`src/bls_pkg.sv`:
```
// ----------------------------------------------------------------------------
// bls_pkg
// Shared types and constants for the line stepper: command and register
// codes, image size defaults, and the control structs passed between units.
// ----------------------------------------------------------------------------
package bls_pkg;

   // image dimension registers are fixed at 12 bits
   localparam int DIM_BITS       = 12;
   localparam int CSR_INDEX_BITS = 1;
   localparam int COLOR_BITS     = 32;

   // command codes
   localparam logic CMD_START = 1'b0;
   localparam logic CMD_STEP  = 1'b1;

   // register indexes
   localparam logic [CSR_INDEX_BITS-1:0] CSR_IMAGE_WIDTH  = 1'd0;
   localparam logic [CSR_INDEX_BITS-1:0] CSR_IMAGE_HEIGHT = 1'd1;

   // register reset values
   localparam logic [DIM_BITS-1:0] IMAGE_WIDTH_RESET  = 12'd640;
   localparam logic [DIM_BITS-1:0] IMAGE_HEIGHT_RESET = 12'd480;

   // direction and major-axis flags of a line
   typedef struct packed {
      logic x_backward;
      logic y_backward;
      logic x_major;
   } line_dir_type;

   // what the stepper does this cycle
   typedef struct packed {
      logic start;
      logic step;
   } step_ctrl_type;

endpackage

```
`src/bls_if.sv`:
```
// ----------------------------------------------------------------------------
// bls_if
// Valid/ready channels of the line stepper: command channel and pixel
// channel.
// ----------------------------------------------------------------------------
interface bls_req_if #(
   parameter int COORD_BITS = 12
);
   logic                         valid;
   logic                         ready;
   logic                         cmd;
   logic signed [COORD_BITS-1:0] start_x;
   logic signed [COORD_BITS-1:0] start_y;
   logic signed [COORD_BITS-1:0] end_x;
   logic signed [COORD_BITS-1:0] end_y;
   logic [31:0]                  color;

   modport source (output valid, cmd, start_x, start_y, end_x, end_y, color,
                   input ready);
   modport sink   (input valid, cmd, start_x, start_y, end_x, end_y, color,
                   output ready);
endinterface

interface bls_rsp_if #(
   parameter int COORD_BITS = 12
);
   logic                         valid;
   logic                         ready;
   logic signed [COORD_BITS-1:0] pixel_x;
   logic signed [COORD_BITS-1:0] pixel_y;
   logic [31:0]                  pixel_color;
   logic                         visible;
   logic                         last;

   modport source (output valid, pixel_x, pixel_y, pixel_color, visible, last,
                   input ready);
   modport sink   (input valid, pixel_x, pixel_y, pixel_color, visible, last,
                   output ready);
endinterface

```
`src/bls_setup.sv`:
```
// ----------------------------------------------------------------------------
// bls_setup
// Line setup: absolute deltas, step directions, major axis (tie goes to y)
// and the seed of the decision variable.
// ----------------------------------------------------------------------------
module bls_setup #(
   parameter int COORD_BITS = 12
) (
   input  logic signed [COORD_BITS-1:0] start_x,
   input  logic signed [COORD_BITS-1:0] start_y,
   input  logic signed [COORD_BITS-1:0] end_x,
   input  logic signed [COORD_BITS-1:0] end_y,
   output bls_pkg::line_dir_type        dir,
   output logic [COORD_BITS-1:0]        delta_major,
   output logic [COORD_BITS-1:0]        delta_minor,
   output logic signed [COORD_BITS+2:0] error_seed
);
   import bls_pkg::*;

   localparam int DW       = COORD_BITS + 1;
   localparam int ERR_BITS = COORD_BITS + 3;

   logic signed [DW-1:0]  diff_x;
   logic signed [DW-1:0]  diff_y;
   logic [DW-1:0]         abs_x_full;
   logic [DW-1:0]         abs_y_full;
   logic [COORD_BITS-1:0] abs_x;
   logic [COORD_BITS-1:0] abs_y;

   // signed differences, one bit wider than the coordinates
   assign diff_x = DW'(end_x) - DW'(start_x);
   assign diff_y = DW'(end_y) - DW'(start_y);

   // magnitudes always fit the coordinate width
   assign abs_x_full = diff_x[DW-1] ? -diff_x : diff_x;
   assign abs_y_full = diff_y[DW-1] ? -diff_y : diff_y;
   assign abs_x      = abs_x_full[COORD_BITS-1:0];
   assign abs_y      = abs_y_full[COORD_BITS-1:0];

   // directions and major axis
   always_comb begin
      dir.x_backward = diff_x[DW-1];
      dir.y_backward = diff_y[DW-1];
      dir.x_major    = abs_x > abs_y;
   end

   assign delta_major = dir.x_major ? abs_x : abs_y;
   assign delta_minor = dir.x_major ? abs_y : abs_x;

   // e0 = 2*dminor - dmajor
   assign error_seed = ERR_BITS'({delta_minor, 1'b0}) - ERR_BITS'(delta_major);

endmodule

```
`src/bls_stepper.sv`:
```
// ----------------------------------------------------------------------------
// bls_stepper
// Line state registers and the per-pixel step: major axis always moves,
// minor axis moves when the decision variable is non-negative.
// ----------------------------------------------------------------------------
module bls_stepper #(
   parameter int COORD_BITS = 12
) (
   input  logic                         clock,
   input  logic                         reset,
   input  bls_pkg::step_ctrl_type       ctrl,
   input  bls_pkg::line_dir_type        setup_dir,
   input  logic [COORD_BITS-1:0]        setup_major,
   input  logic [COORD_BITS-1:0]        setup_minor,
   input  logic signed [COORD_BITS+2:0] setup_error,
   input  logic signed [COORD_BITS-1:0] setup_x,
   input  logic signed [COORD_BITS-1:0] setup_y,
   input  logic [31:0]                  setup_color,
   output logic signed [COORD_BITS-1:0] pix_x,
   output logic signed [COORD_BITS-1:0] pix_y,
   output logic [31:0]                  pix_color,
   output logic                         pix_last,
   output logic                         busy
);
   import bls_pkg::*;

   localparam int ERR_BITS = COORD_BITS + 3;

   // line state
   logic signed [COORD_BITS-1:0] cur_x_ff, cur_x_in;
   logic signed [COORD_BITS-1:0] cur_y_ff, cur_y_in;
   logic [COORD_BITS-1:0]        major_ff, major_in;
   logic [COORD_BITS-1:0]        minor_ff, minor_in;
   line_dir_type                 dir_ff, dir_in;
   logic signed [ERR_BITS-1:0]   error_ff, error_in;
   logic [COORD_BITS-1:0]        steps_ff, steps_in;
   logic [COLOR_BITS-1:0]        color_ff, color_in;
   logic                         busy_ff, busy_in;

   logic                         move_minor;
   logic signed [ERR_BITS-1:0]   error_inc;
   logic signed [COORD_BITS-1:0] step_x;
   logic signed [COORD_BITS-1:0] step_y;

   // one step from the current state
   assign move_minor = !error_ff[ERR_BITS-1];
   assign error_inc  = move_minor
                     ? ERR_BITS'({minor_ff, 1'b0}) - ERR_BITS'({major_ff, 1'b0})
                     : ERR_BITS'({minor_ff, 1'b0});
   assign step_x = dir_ff.x_backward ? cur_x_ff - COORD_BITS'(1) : cur_x_ff + COORD_BITS'(1);
   assign step_y = dir_ff.y_backward ? cur_y_ff - COORD_BITS'(1) : cur_y_ff + COORD_BITS'(1);

   // next state: start loads a new line, step advances the current one
   always_comb begin
      cur_x_in = cur_x_ff;
      cur_y_in = cur_y_ff;
      major_in = major_ff;
      minor_in = minor_ff;
      dir_in   = dir_ff;
      error_in = error_ff;
      steps_in = steps_ff;
      color_in = color_ff;
      busy_in  = busy_ff;
      if (ctrl.start) begin
         cur_x_in = setup_x;
         cur_y_in = setup_y;
         major_in = setup_major;
         minor_in = setup_minor;
         dir_in   = setup_dir;
         error_in = setup_error;
         steps_in = setup_major;
         color_in = setup_color;
         busy_in  = setup_major != '0;
      end else if (ctrl.step && busy_ff) begin
         error_in = error_ff + error_inc;
         if (dir_ff.x_major || move_minor) begin
            cur_x_in = step_x;
         end
         if (!dir_ff.x_major || move_minor) begin
            cur_y_in = step_y;
         end
         steps_in = steps_ff - COORD_BITS'(1);
         busy_in  = steps_in != '0;
      end
   end

   // control state
   always_ff @(posedge clock) begin
      if (reset) begin
         busy_ff <= 1'b0;
      end else begin
         busy_ff <= busy_in;
      end
   end

   // line payload
   always_ff @(posedge clock) begin
      cur_x_ff <= cur_x_in;
      cur_y_ff <= cur_y_in;
      major_ff <= major_in;
      minor_ff <= minor_in;
      dir_ff   <= dir_in;
      error_ff <= error_in;
      steps_ff <= steps_in;
      color_ff <= color_in;
   end

   // the emitted pixel is the new current pixel
   assign pix_x     = cur_x_in;
   assign pix_y     = cur_y_in;
   assign pix_color = color_in;
   assign pix_last  = !busy_in;
   assign busy      = busy_ff;

endmodule

```
`src/bresenham_line_stepper_unit.sv`:
```
// ----------------------------------------------------------------------------
// bresenham_line_stepper_unit
// Bresenham line rasterizer: a start transaction sets up a line and emits
// its first pixel, each step transaction emits the next pixel.
//
//   channel  dir  handshake      payload
//   req_ch   in   valid/ready    cmd, start_x, start_y, end_x, end_y, color
//   rsp_ch   out  valid/ready    pixel_x, pixel_y, pixel_color, visible, last
//   csr_*    in   csr_we         csr_index, csr_wdata (image width/height)
//
// One transaction per cycle while rsp_ch does not stall: a command is held in
// the input register, then setup or step logic updates the line state and
// loads the pixel into the output register.
// Reset (synchronous) empties both registers and leaves the stepper idle.
// A stalled rsp_ch holds the output register; the input register then fills
// and req_ch.ready drops. A step while idle passes without using rsp_ch.
// ----------------------------------------------------------------------------
module bresenham_line_stepper_unit #(
   parameter int COORD_BITS = 12
) (
   input  logic                                 clock,
   input  logic                                 reset,
   bls_req_if.sink                              req_ch,
   bls_rsp_if.source                            rsp_ch,
   input  logic                                 csr_we,
   input  logic [bls_pkg::CSR_INDEX_BITS-1:0]   csr_index,
   input  logic [bls_pkg::DIM_BITS-1:0]         csr_wdata
);
   import bls_pkg::*;

   localparam int CMP_BITS = (COORD_BITS > DIM_BITS ? COORD_BITS : DIM_BITS) + 1;

   // image size registers
   logic [DIM_BITS-1:0] width_ff;
   logic [DIM_BITS-1:0] height_ff;

   // input register
   logic                         in_valid_ff, in_valid_in;
   logic                         in_cmd_ff;
   logic signed [COORD_BITS-1:0] in_sx_ff;
   logic signed [COORD_BITS-1:0] in_sy_ff;
   logic signed [COORD_BITS-1:0] in_ex_ff;
   logic signed [COORD_BITS-1:0] in_ey_ff;
   logic [COLOR_BITS-1:0]        in_color_ff;

   // output register
   logic                         out_valid_ff, out_valid_in;
   logic signed [COORD_BITS-1:0] out_x_ff;
   logic signed [COORD_BITS-1:0] out_y_ff;
   logic [COLOR_BITS-1:0]        out_color_ff;
   logic                         out_visible_ff;
   logic                         out_last_ff;

   // setup and stepper wiring
   line_dir_type                 setup_dir;
   logic [COORD_BITS-1:0]        setup_major;
   logic [COORD_BITS-1:0]        setup_minor;
   logic signed [COORD_BITS+2:0] setup_error;
   step_ctrl_type                ctrl;
   logic signed [COORD_BITS-1:0] pix_x;
   logic signed [COORD_BITS-1:0] pix_y;
   logic [COLOR_BITS-1:0]        pix_color;
   logic                         pix_last;
   logic                         busy;

   logic req_fire;
   logic produce;
   logic advance;
   logic load_out;
   logic x_in_range;
   logic y_in_range;

   // configuration writes
   always_ff @(posedge clock) begin
      if (reset) begin
         width_ff  <= IMAGE_WIDTH_RESET;
         height_ff <= IMAGE_HEIGHT_RESET;
      end else if (csr_we) begin
         case (csr_index)
            CSR_IMAGE_WIDTH:  width_ff  <= csr_wdata;
            CSR_IMAGE_HEIGHT: height_ff <= csr_wdata;
            default: ;
         endcase
      end
   end

   // flow control
   assign produce      = (in_cmd_ff == CMD_START) || busy;
   assign advance      = in_valid_ff && (!produce || !out_valid_ff || rsp_ch.ready);
   assign load_out     = advance && produce;
   assign req_ch.ready = !in_valid_ff || advance;
   assign req_fire     = req_ch.valid && req_ch.ready;
   assign in_valid_in  = req_fire || (in_valid_ff && !advance);
   assign out_valid_in = load_out || (out_valid_ff && !rsp_ch.ready);

   always_ff @(posedge clock) begin
      if (reset) begin
         in_valid_ff  <= 1'b0;
         out_valid_ff <= 1'b0;
      end else begin
         in_valid_ff  <= in_valid_in;
         out_valid_ff <= out_valid_in;
      end
   end

   // input register payload
   always_ff @(posedge clock) begin
      if (req_fire) begin
         in_cmd_ff   <= req_ch.cmd;
         in_sx_ff    <= req_ch.start_x;
         in_sy_ff    <= req_ch.start_y;
         in_ex_ff    <= req_ch.end_x;
         in_ey_ff    <= req_ch.end_y;
         in_color_ff <= req_ch.color;
      end
   end

   // line setup
   bls_setup #(
      .COORD_BITS (COORD_BITS)
   ) u_setup (
      .start_x     (in_sx_ff),
      .start_y     (in_sy_ff),
      .end_x       (in_ex_ff),
      .end_y       (in_ey_ff),
      .dir         (setup_dir),
      .delta_major (setup_major),
      .delta_minor (setup_minor),
      .error_seed  (setup_error)
   );

   // stepper
   always_comb begin
      ctrl.start = advance && (in_cmd_ff == CMD_START);
      ctrl.step  = advance && (in_cmd_ff == CMD_STEP);
   end

   bls_stepper #(
      .COORD_BITS (COORD_BITS)
   ) u_stepper (
      .clock       (clock),
      .reset       (reset),
      .ctrl        (ctrl),
      .setup_dir   (setup_dir),
      .setup_major (setup_major),
      .setup_minor (setup_minor),
      .setup_error (setup_error),
      .setup_x     (in_sx_ff),
      .setup_y     (in_sy_ff),
      .setup_color (in_color_ff),
      .pix_x       (pix_x),
      .pix_y       (pix_y),
      .pix_color   (pix_color),
      .pix_last    (pix_last),
      .busy        (busy)
   );

   // visibility against the image bounds
   assign x_in_range = !pix_x[COORD_BITS-1] &&
                       (CMP_BITS'($unsigned(pix_x)) < CMP_BITS'(width_ff));
   assign y_in_range = !pix_y[COORD_BITS-1] &&
                       (CMP_BITS'($unsigned(pix_y)) < CMP_BITS'(height_ff));

   // output register payload
   always_ff @(posedge clock) begin
      if (load_out) begin
         out_x_ff       <= pix_x;
         out_y_ff       <= pix_y;
         out_color_ff   <= pix_color;
         out_visible_ff <= x_in_range && y_in_range;
         out_last_ff    <= pix_last;
      end
   end

   assign rsp_ch.valid       = out_valid_ff;
   assign rsp_ch.pixel_x     = out_x_ff;
   assign rsp_ch.pixel_y     = out_y_ff;
   assign rsp_ch.pixel_color = out_color_ff;
   assign rsp_ch.visible     = out_visible_ff;
   assign rsp_ch.last        = out_last_ff;

endmodule

```
`src/flat_wrapper.sv`:
```
// flat-port wrapper written by rule: the top's interface ports become plain ports
module bresenham_line_stepper_unit_flat import bls_pkg::*;
#(
   parameter int COORD_BITS = 12
)
  (clock, reset, csr_we, csr_index, csr_wdata, req_ch_valid, req_ch_cmd, req_ch_start_x, req_ch_start_y, req_ch_end_x, req_ch_end_y, req_ch_color, req_ch_ready, rsp_ch_valid, rsp_ch_pixel_x, rsp_ch_pixel_y, rsp_ch_pixel_color, rsp_ch_visible, rsp_ch_last, rsp_ch_ready);
  bls_req_if #(.COORD_BITS(COORD_BITS)) req_ch_i ();
  bls_rsp_if #(.COORD_BITS(COORD_BITS)) rsp_ch_i ();
  input  logic clock;
  input  logic reset;
  input  logic csr_we;
  input  logic [bls_pkg::CSR_INDEX_BITS-1:0] csr_index;
  input  logic [bls_pkg::DIM_BITS-1:0] csr_wdata;
  input wire logic [$bits(req_ch_i.valid)-1:0] req_ch_valid;
  input wire logic [$bits(req_ch_i.cmd)-1:0] req_ch_cmd;
  input wire logic [$bits(req_ch_i.start_x)-1:0] req_ch_start_x;
  input wire logic [$bits(req_ch_i.start_y)-1:0] req_ch_start_y;
  input wire logic [$bits(req_ch_i.end_x)-1:0] req_ch_end_x;
  input wire logic [$bits(req_ch_i.end_y)-1:0] req_ch_end_y;
  input wire logic [$bits(req_ch_i.color)-1:0] req_ch_color;
  output wire logic [$bits(req_ch_i.ready)-1:0] req_ch_ready;
  output wire logic [$bits(rsp_ch_i.valid)-1:0] rsp_ch_valid;
  output wire logic [$bits(rsp_ch_i.pixel_x)-1:0] rsp_ch_pixel_x;
  output wire logic [$bits(rsp_ch_i.pixel_y)-1:0] rsp_ch_pixel_y;
  output wire logic [$bits(rsp_ch_i.pixel_color)-1:0] rsp_ch_pixel_color;
  output wire logic [$bits(rsp_ch_i.visible)-1:0] rsp_ch_visible;
  output wire logic [$bits(rsp_ch_i.last)-1:0] rsp_ch_last;
  input wire logic [$bits(rsp_ch_i.ready)-1:0] rsp_ch_ready;
  assign req_ch_i.valid = req_ch_valid;
  assign req_ch_i.cmd = req_ch_cmd;
  assign req_ch_i.start_x = req_ch_start_x;
  assign req_ch_i.start_y = req_ch_start_y;
  assign req_ch_i.end_x = req_ch_end_x;
  assign req_ch_i.end_y = req_ch_end_y;
  assign req_ch_i.color = req_ch_color;
  assign req_ch_ready = req_ch_i.ready;
  assign rsp_ch_valid = rsp_ch_i.valid;
  assign rsp_ch_pixel_x = rsp_ch_i.pixel_x;
  assign rsp_ch_pixel_y = rsp_ch_i.pixel_y;
  assign rsp_ch_pixel_color = rsp_ch_i.pixel_color;
  assign rsp_ch_visible = rsp_ch_i.visible;
  assign rsp_ch_last = rsp_ch_i.last;
  assign rsp_ch_i.ready = rsp_ch_ready;
  bresenham_line_stepper_unit #(.COORD_BITS(COORD_BITS)) u_core (.clock(clock), .reset(reset), .req_ch(req_ch_i), .rsp_ch(rsp_ch_i), .csr_we(csr_we), .csr_index(csr_index), .csr_wdata(csr_wdata));
endmodule
```
`config.mk`:
```
export PLATFORM = sky130hd
export DESIGN_NAME = bresenham_line_stepper_unit_flat
export DESIGN_NICKNAME = d
export VERILOG_FILES = /design/src/bls_pkg.sv /design/src/bls_if.sv /design/src/bls_setup.sv /design/src/bls_stepper.sv /design/src/bresenham_line_stepper_unit.sv /design/src/flat_wrapper.sv
export SDC_FILE = /design/constraint.sdc
export NUM_CORES = 1
export LEC_CHECK = 0
export ABC_AREA = 1
export BUFFER_PORTS_ARGS = -buffer_cell sky130_fd_sc_hd__buf_2
export CAP_MARGIN = 20
export CORE_MARGIN = 8
export CORE_UTILIZATION = 64
export DETAILED_ROUTE_END_ITERATION = 16
export PLACE_DENSITY_LB_ADDON = 0.15
export REMOVE_ABC_BUFFERS = 1
export SLEW_MARGIN = 20
export SYNTH_ARGS = -nofsm -noshare
export SYNTH_HDL_FRONTEND = slang
export SYNTH_SLANG_ARGS = --single-unit
```
`constraint.sdc`:
```
create_clock -name clock -period 11.3 [get_ports clock]
set_input_delay 2.26 -clock clock [delete_from_list [all_inputs] [get_ports clock]]
set_output_delay 2.26 -clock clock [all_outputs]
set_load 0.005 [all_outputs]
```
After elaboration in Yosys (flattened, before gate mapping) --
Cells that the tools add are included.
Storage, ports and cells: output and inout port bits 60, input port bits 99, flip-flop bits (word level) 276, logic and storage cells 97
Cells by class: bitwise gates (word level) 2, order comparisons 3, reduce and logical (&&, ||, !) cells 34, mux-type cells 20, add/sub/neg operators 12
Operator list (number):
- 12-bit 2-to-1 mux | 14
- 15-bit 2-to-1 mux | 3
- 32-bit 2-to-1 mux | 1
- 12-bit by 12-bit subtractor with 13-bit output | 2
- 12-bit by 2-bit adder with 12-bit output, second input constant | 2
- 12-bit < comparator | 2
- 12-bit negator | 2
- 12-bit nonzero test | 2
- 12-bit by 2-bit subtractor with 12-bit output, second input constant | 2
- 15-bit adder | 1
- 13-bit by 12-bit subtractor with 14-bit output | 1
- 13-bit by 13-bit subtractor with 14-bit output | 1
- 12-bit > comparator | 1
- 12-bit by 1-bit subtractor with 12-bit output, second input constant | 1
- 1-bit logical AND | 11
- 1-bit zero test | 10
- 1-bit logical OR | 8
- 2-bit AND reduction | 2
- 1-bit 2-to-1 mux | 2
- 1-bit inverter | 2
- 2-bit nonzero test | 1

Logic depth before layout (Yosys ltp) --
depth after elaboration 13, depth in mapped cells 43, mapped depth without buffers 41

Modules after synthesis --
Synthesis repeated with hierarchy kept, for this count alone.
Unflattened totals: cells, all modules 1985, area, all modules 16220.6 µm²
Modules (own cells, without submodules):
- bls_stepper | sequential area each 2732.6 µm², cells an instance 925, instances 1, area an instance 6807.8 µm²
- bresenham_line_stepper_unit | sequential area each 4694.5 µm², cells an instance 348, instances 1, area an instance 5696.7 µm²
- bls_setup | sequential area each 0.0 µm², cells an instance 712, instances 1, area an instance 3716.1 µm²

Worst setup path before layout --
Ideal clock, no wire load.
path type register to register, start point register u_core.in_sx_ff[0], end point register u_core.u_stepper.error_ff[8] (data pin), path buffers 3, arrival time 5080 ps, library setup time 256 ps, data required time 11044 ps, clock period less this slack 5336 ps, setup slack 5964 ps, stages on the path, launching flop included 40, cell sequence edfxtp_1 > ha_1 > fa_1 > inv_1 > nand3_1 > nand2_1 > nand2_1 > nand2_2 > nand2_1 > nand2_1 > nand2_1 > nand2_2 > buf_6 > inv_1 > nor2_1 > xor2_1 > inv_1 > ha_1 > (+4 left out) > o21ai_0 > nand2_1 > nand2_1 > nand2_1 > nor2_1 > nand2_2 > nand3_4 > buf_6 > buf_2 > o21ai_0 > fa_1 > a21oi_1 > inv_1 > nand3_1 > nand3_1 > xor2_1 > nand2_1 > nand2_1
RTL lines:
- from (decl) | line bresenham_line_stepper_unit.sv:40 | logic signed [COORD_BITS-1:0] in_sx_ff;
- from (signal assigned) | line bresenham_line_stepper_unit.sv:110 | in_sx_ff <= req_ch.start_x;
- to (signal assigned) | line bls_stepper.sv:103 | error_ff <= error_in;
- to (decl) | line bls_stepper.sv:35 | logic signed [ERR_BITS-1:0] error_ff, error_in;

Worst setup path in the final report --
start point register u_core.in_sy_ff[0], end point register u_core.u_stepper.error_ff[8] (data pin)
On the way: longest elaborated chain between the ends 7, elaborated cells between the ends (all ways) 8, those cells by class add/sub (3); order compare (1); mux (4)
RTL lines:
- from (decl) | line bresenham_line_stepper_unit.sv:41 | logic signed [COORD_BITS-1:0] in_sy_ff;
- from (signal assigned) | line bresenham_line_stepper_unit.sv:111 | in_sy_ff <= req_ch.start_y;
- 12-bit by 12-bit subtractor with 13-bit output (*) | line bls_setup.sv:32 | assign diff_y = DW'(end_y) - DW'(start_y);
- 12-bit negator | line bls_setup.sv:36 | assign abs_y_full = diff_y[DW-1] ? -diff_y : diff_y;
- 12-bit 2-to-1 mux (*) | line bls_setup.sv:36
- 12-bit > comparator | line bls_setup.sv:44 | dir.x_major = abs_x > abs_y;
- 12-bit 2-to-1 mux, on equally long branches | line bls_setup.sv:48, bls_setup.sv:47
- 13-bit by 12-bit subtractor with 14-bit output (*) | line bls_setup.sv:51 | assign error_seed = ERR_BITS'({delta_minor, 1'b0}) - ERR_BITS'(delta_major);
- 15-bit 2-to-1 mux (*) | line bls_stepper.sv:64 | if (ctrl.start) begin
- named net u_core.u_stepper.error_in[8] | line bls_stepper.sv:35
Mark *: on every way through the listed nets, which the timed path passes. The rest lies on a longest branch. A chain may end at the register's enable or synchronous reset.

==> reports/results.ini <==
[run_status]
status = finished clean

[clocking]
postCtsHoldBufs = 0
cts.reportedPaths.clkPinSlew_ps = 60
cts_setup_buffers = 0
cts.repair.resized = 0
cts_buffer_depth = 3
numCtsBuffers = 28
clkSinkCount = 275
cts_tree = yes
root_buffer = clkbuf_16
clk_latency_ps = 540
ctsHtreeMaxLevel = 1

[sta]
rsz0062_at_grt = no
fin_crit_sh_pct = 54.4
fin_skew_ps = 12.9
hold_viol_final = 0
fmax_ghz = 0.163
drv_slew = 0
min_period_ps = 6150
setup_viol = 0
worst_pin_slew_ps = 999
relSlewSlack_pct = 33.0
fin_setup_tns_ps = 0

[critical_path]
arrival_ps = 6430
crit_path_top_delay_cell = fa_1
required_ps = 11580
reg2reg_depth = 36
critPathCaptureType = register
slowest_delay_ps = 510
cpMostUsedCell = nand2_1
critical_path_class = reg2reg
worstPathMaxFanout = 41
startpoint_type = register

[finish]
final_common_cell = nand2_1
fillers = 1722
drive_gt1_share_pct = 15.4
area_growth_pct = 13.2
stdcell_area_mm2 = 0.0171
layout_common_cells = nand2_1 (427), inv_1 (217), edfxtp_1 (192)
layout.nets = 2072

[global_route]
grt_use_total_pct = 24.3
grt_pass1_vias = 12000
grt_start_max_net_pins = 60
grt.overflow.total = 0
antenna_found_initial = 1
grt_pass1_wl_um = 57200

[synth]
synth_area_mm2 = 0.0151
async_flop_share_pct = 0
synth-seq-cells = 275
netlist_instances = 1692
synth_edf_count = 192
ys_warn_count = 0
seq_area_frac_synth_pct = 49.1
post_synth.cell_area_avg_um2 = 8.93
synth_flop_cell = edfxtp_1
ys_types = 53

[min_path]
min_path_type = reg2reg
hold_depth = 2

[route]
dr.pass1.iters = 8
drc = 0
vias_per_cell = 5.41
drt-wirelength-per-cell_um = 15.9
dr.first_iter.drc_count = 853
drt_wl_total_um = 35000
ant_nets = 0
via_count = 11900

[job]
cap_violations = 0

[place]
portBuffers = 158
placed_area_mm2 = 0.0162
gp_congestion = 0.929
dp_hpwl_um = 26100

[power_and_ir_drop]
power.leakage_nw = 8.03
irDropWorstVdd_mv = 0.151
p_per_area_mw_per_mm2 = 204

[die]
ios = 159
initial_core_util_pct = 64.8
fp.dieW_um = 170
rows = 56
die_y_um = 170
coreArea_mm2 = 0.0233
fp.dieArea_mm2 = 0.0288

==> state kept, by name, summed over array words and instances (netlist names), 14 cells and up <==
name                       cells
u_core.rsp_ch.pixel_color     32
u_core.u_stepper.error_ff     14
u_core.u_stepper.color_ff     32
u_core.in_color_ff            32
==> Yosys cell counts (25+ instances only) <==
library cell    n  share of area [%]
nand2_1       427                 11
inv_1         220                5.5
edfxtp_1      192                 38
ha_1          114                9.4
nor2_1        109                2.7
o21ai_0       101                3.3
a21oi_1        99                3.3
dfxtp_1        83                 11
nand3_1        68                2.3
xor2_1         32                1.9
nand2_2        27                1.1
nand4_1        25                1.0
==> kinds of logic after synthesis <==
family          Yosys count  synth area share [%]
xor+xnor                 42                  2.43
compound gates          275                  10.4
fa+ha+maj               121                  10.4
buf+inv                 268                  7.00
simple gates            711                  20.6
flops                   275                  49.1
==> critical path: cells and delay by family (launching register included) <==
| kind | cells | cell delay [ps] |
|---|---|---|
| fa+ha+maj | 4 | 1540 |
| flops | 1 | 410 |
| compound gates | 6 | 1200 |
| buf+inv | 5 | 560 |
| simple gates | 20 | 2040 |
| xor+xnor | 1 | 160 |
==> path summary, 6_finish.rpt <==
| kind | startpoint | end | slack [ps] |
|---|---|---|---|
| max | u_core.in_sy_ff[0] | u_core.u_stepper.error_ff[8] | 5150 |
| min | u_core.u_stepper.color_ff[1] | u_core.u_stepper.color_ff[1] | 450 |
| max reg2reg | u_core.in_sy_ff[0] | u_core.u_stepper.error_ff[8] | 5150 |
| min reg2reg | u_core.u_stepper.color_ff[1] | u_core.u_stepper.color_ff[1] | 450 |
==> stage by stage <==
stage	utilization, %	worst slack, ps	power, mW	hold slack [ps]	std cells
after global routing	73.3	4410	3.73	459	2194
after floorplan	-	3210	2.25	418	1658
after detailed placement	69.4	5140	2.57	436	2141
after CTS	73.3	5200	3.49	449	2193
after global placement	69.4	5280	2.53	428	2141
final	73.3	5150	3.49	450	2194
==> layout make-up <==
type / instances / area (µm²) / area share, %
Clock inverter: 11 / 106 / 0.621
Multi-Input combinational cell: 1149 / 6640 / 38.8
Inverter: 234 / 881 / 5.15
Sequential cell: 275 / 7430 / 43.4
Timing Repair Buffer: 164 / 836 / 4.88
Tap cell: 319 / 399 / 2.33
Antenna cell: 1 / 2.50 / 0.0146
Clock buffer: 41 / 822 / 4.80
==> where the power goes <==
group / total (mW) / switching (mW) / internal [mW]
Sequential: 1.25 / 0.0406 / 1.21
Combinational: 1.31 / 0.855 / 0.459
Clock: 0.919 / 0.371 / 0.548
Total: 3.49 / 1.27 / 2.22
==> layer usage <==
layer	global-route usage (%)	vias up	share of wire, %	wire [µm]
li1	-	5989	-	-
met1	30.6	5501	43	15100
met2	43.0	316	49	17100
met3	3.07	63	5.2	1800
met4	7.20	0	2.7	952
met5	0	-	0	0
No activity file was read; power rests on OpenSTA's default activity.
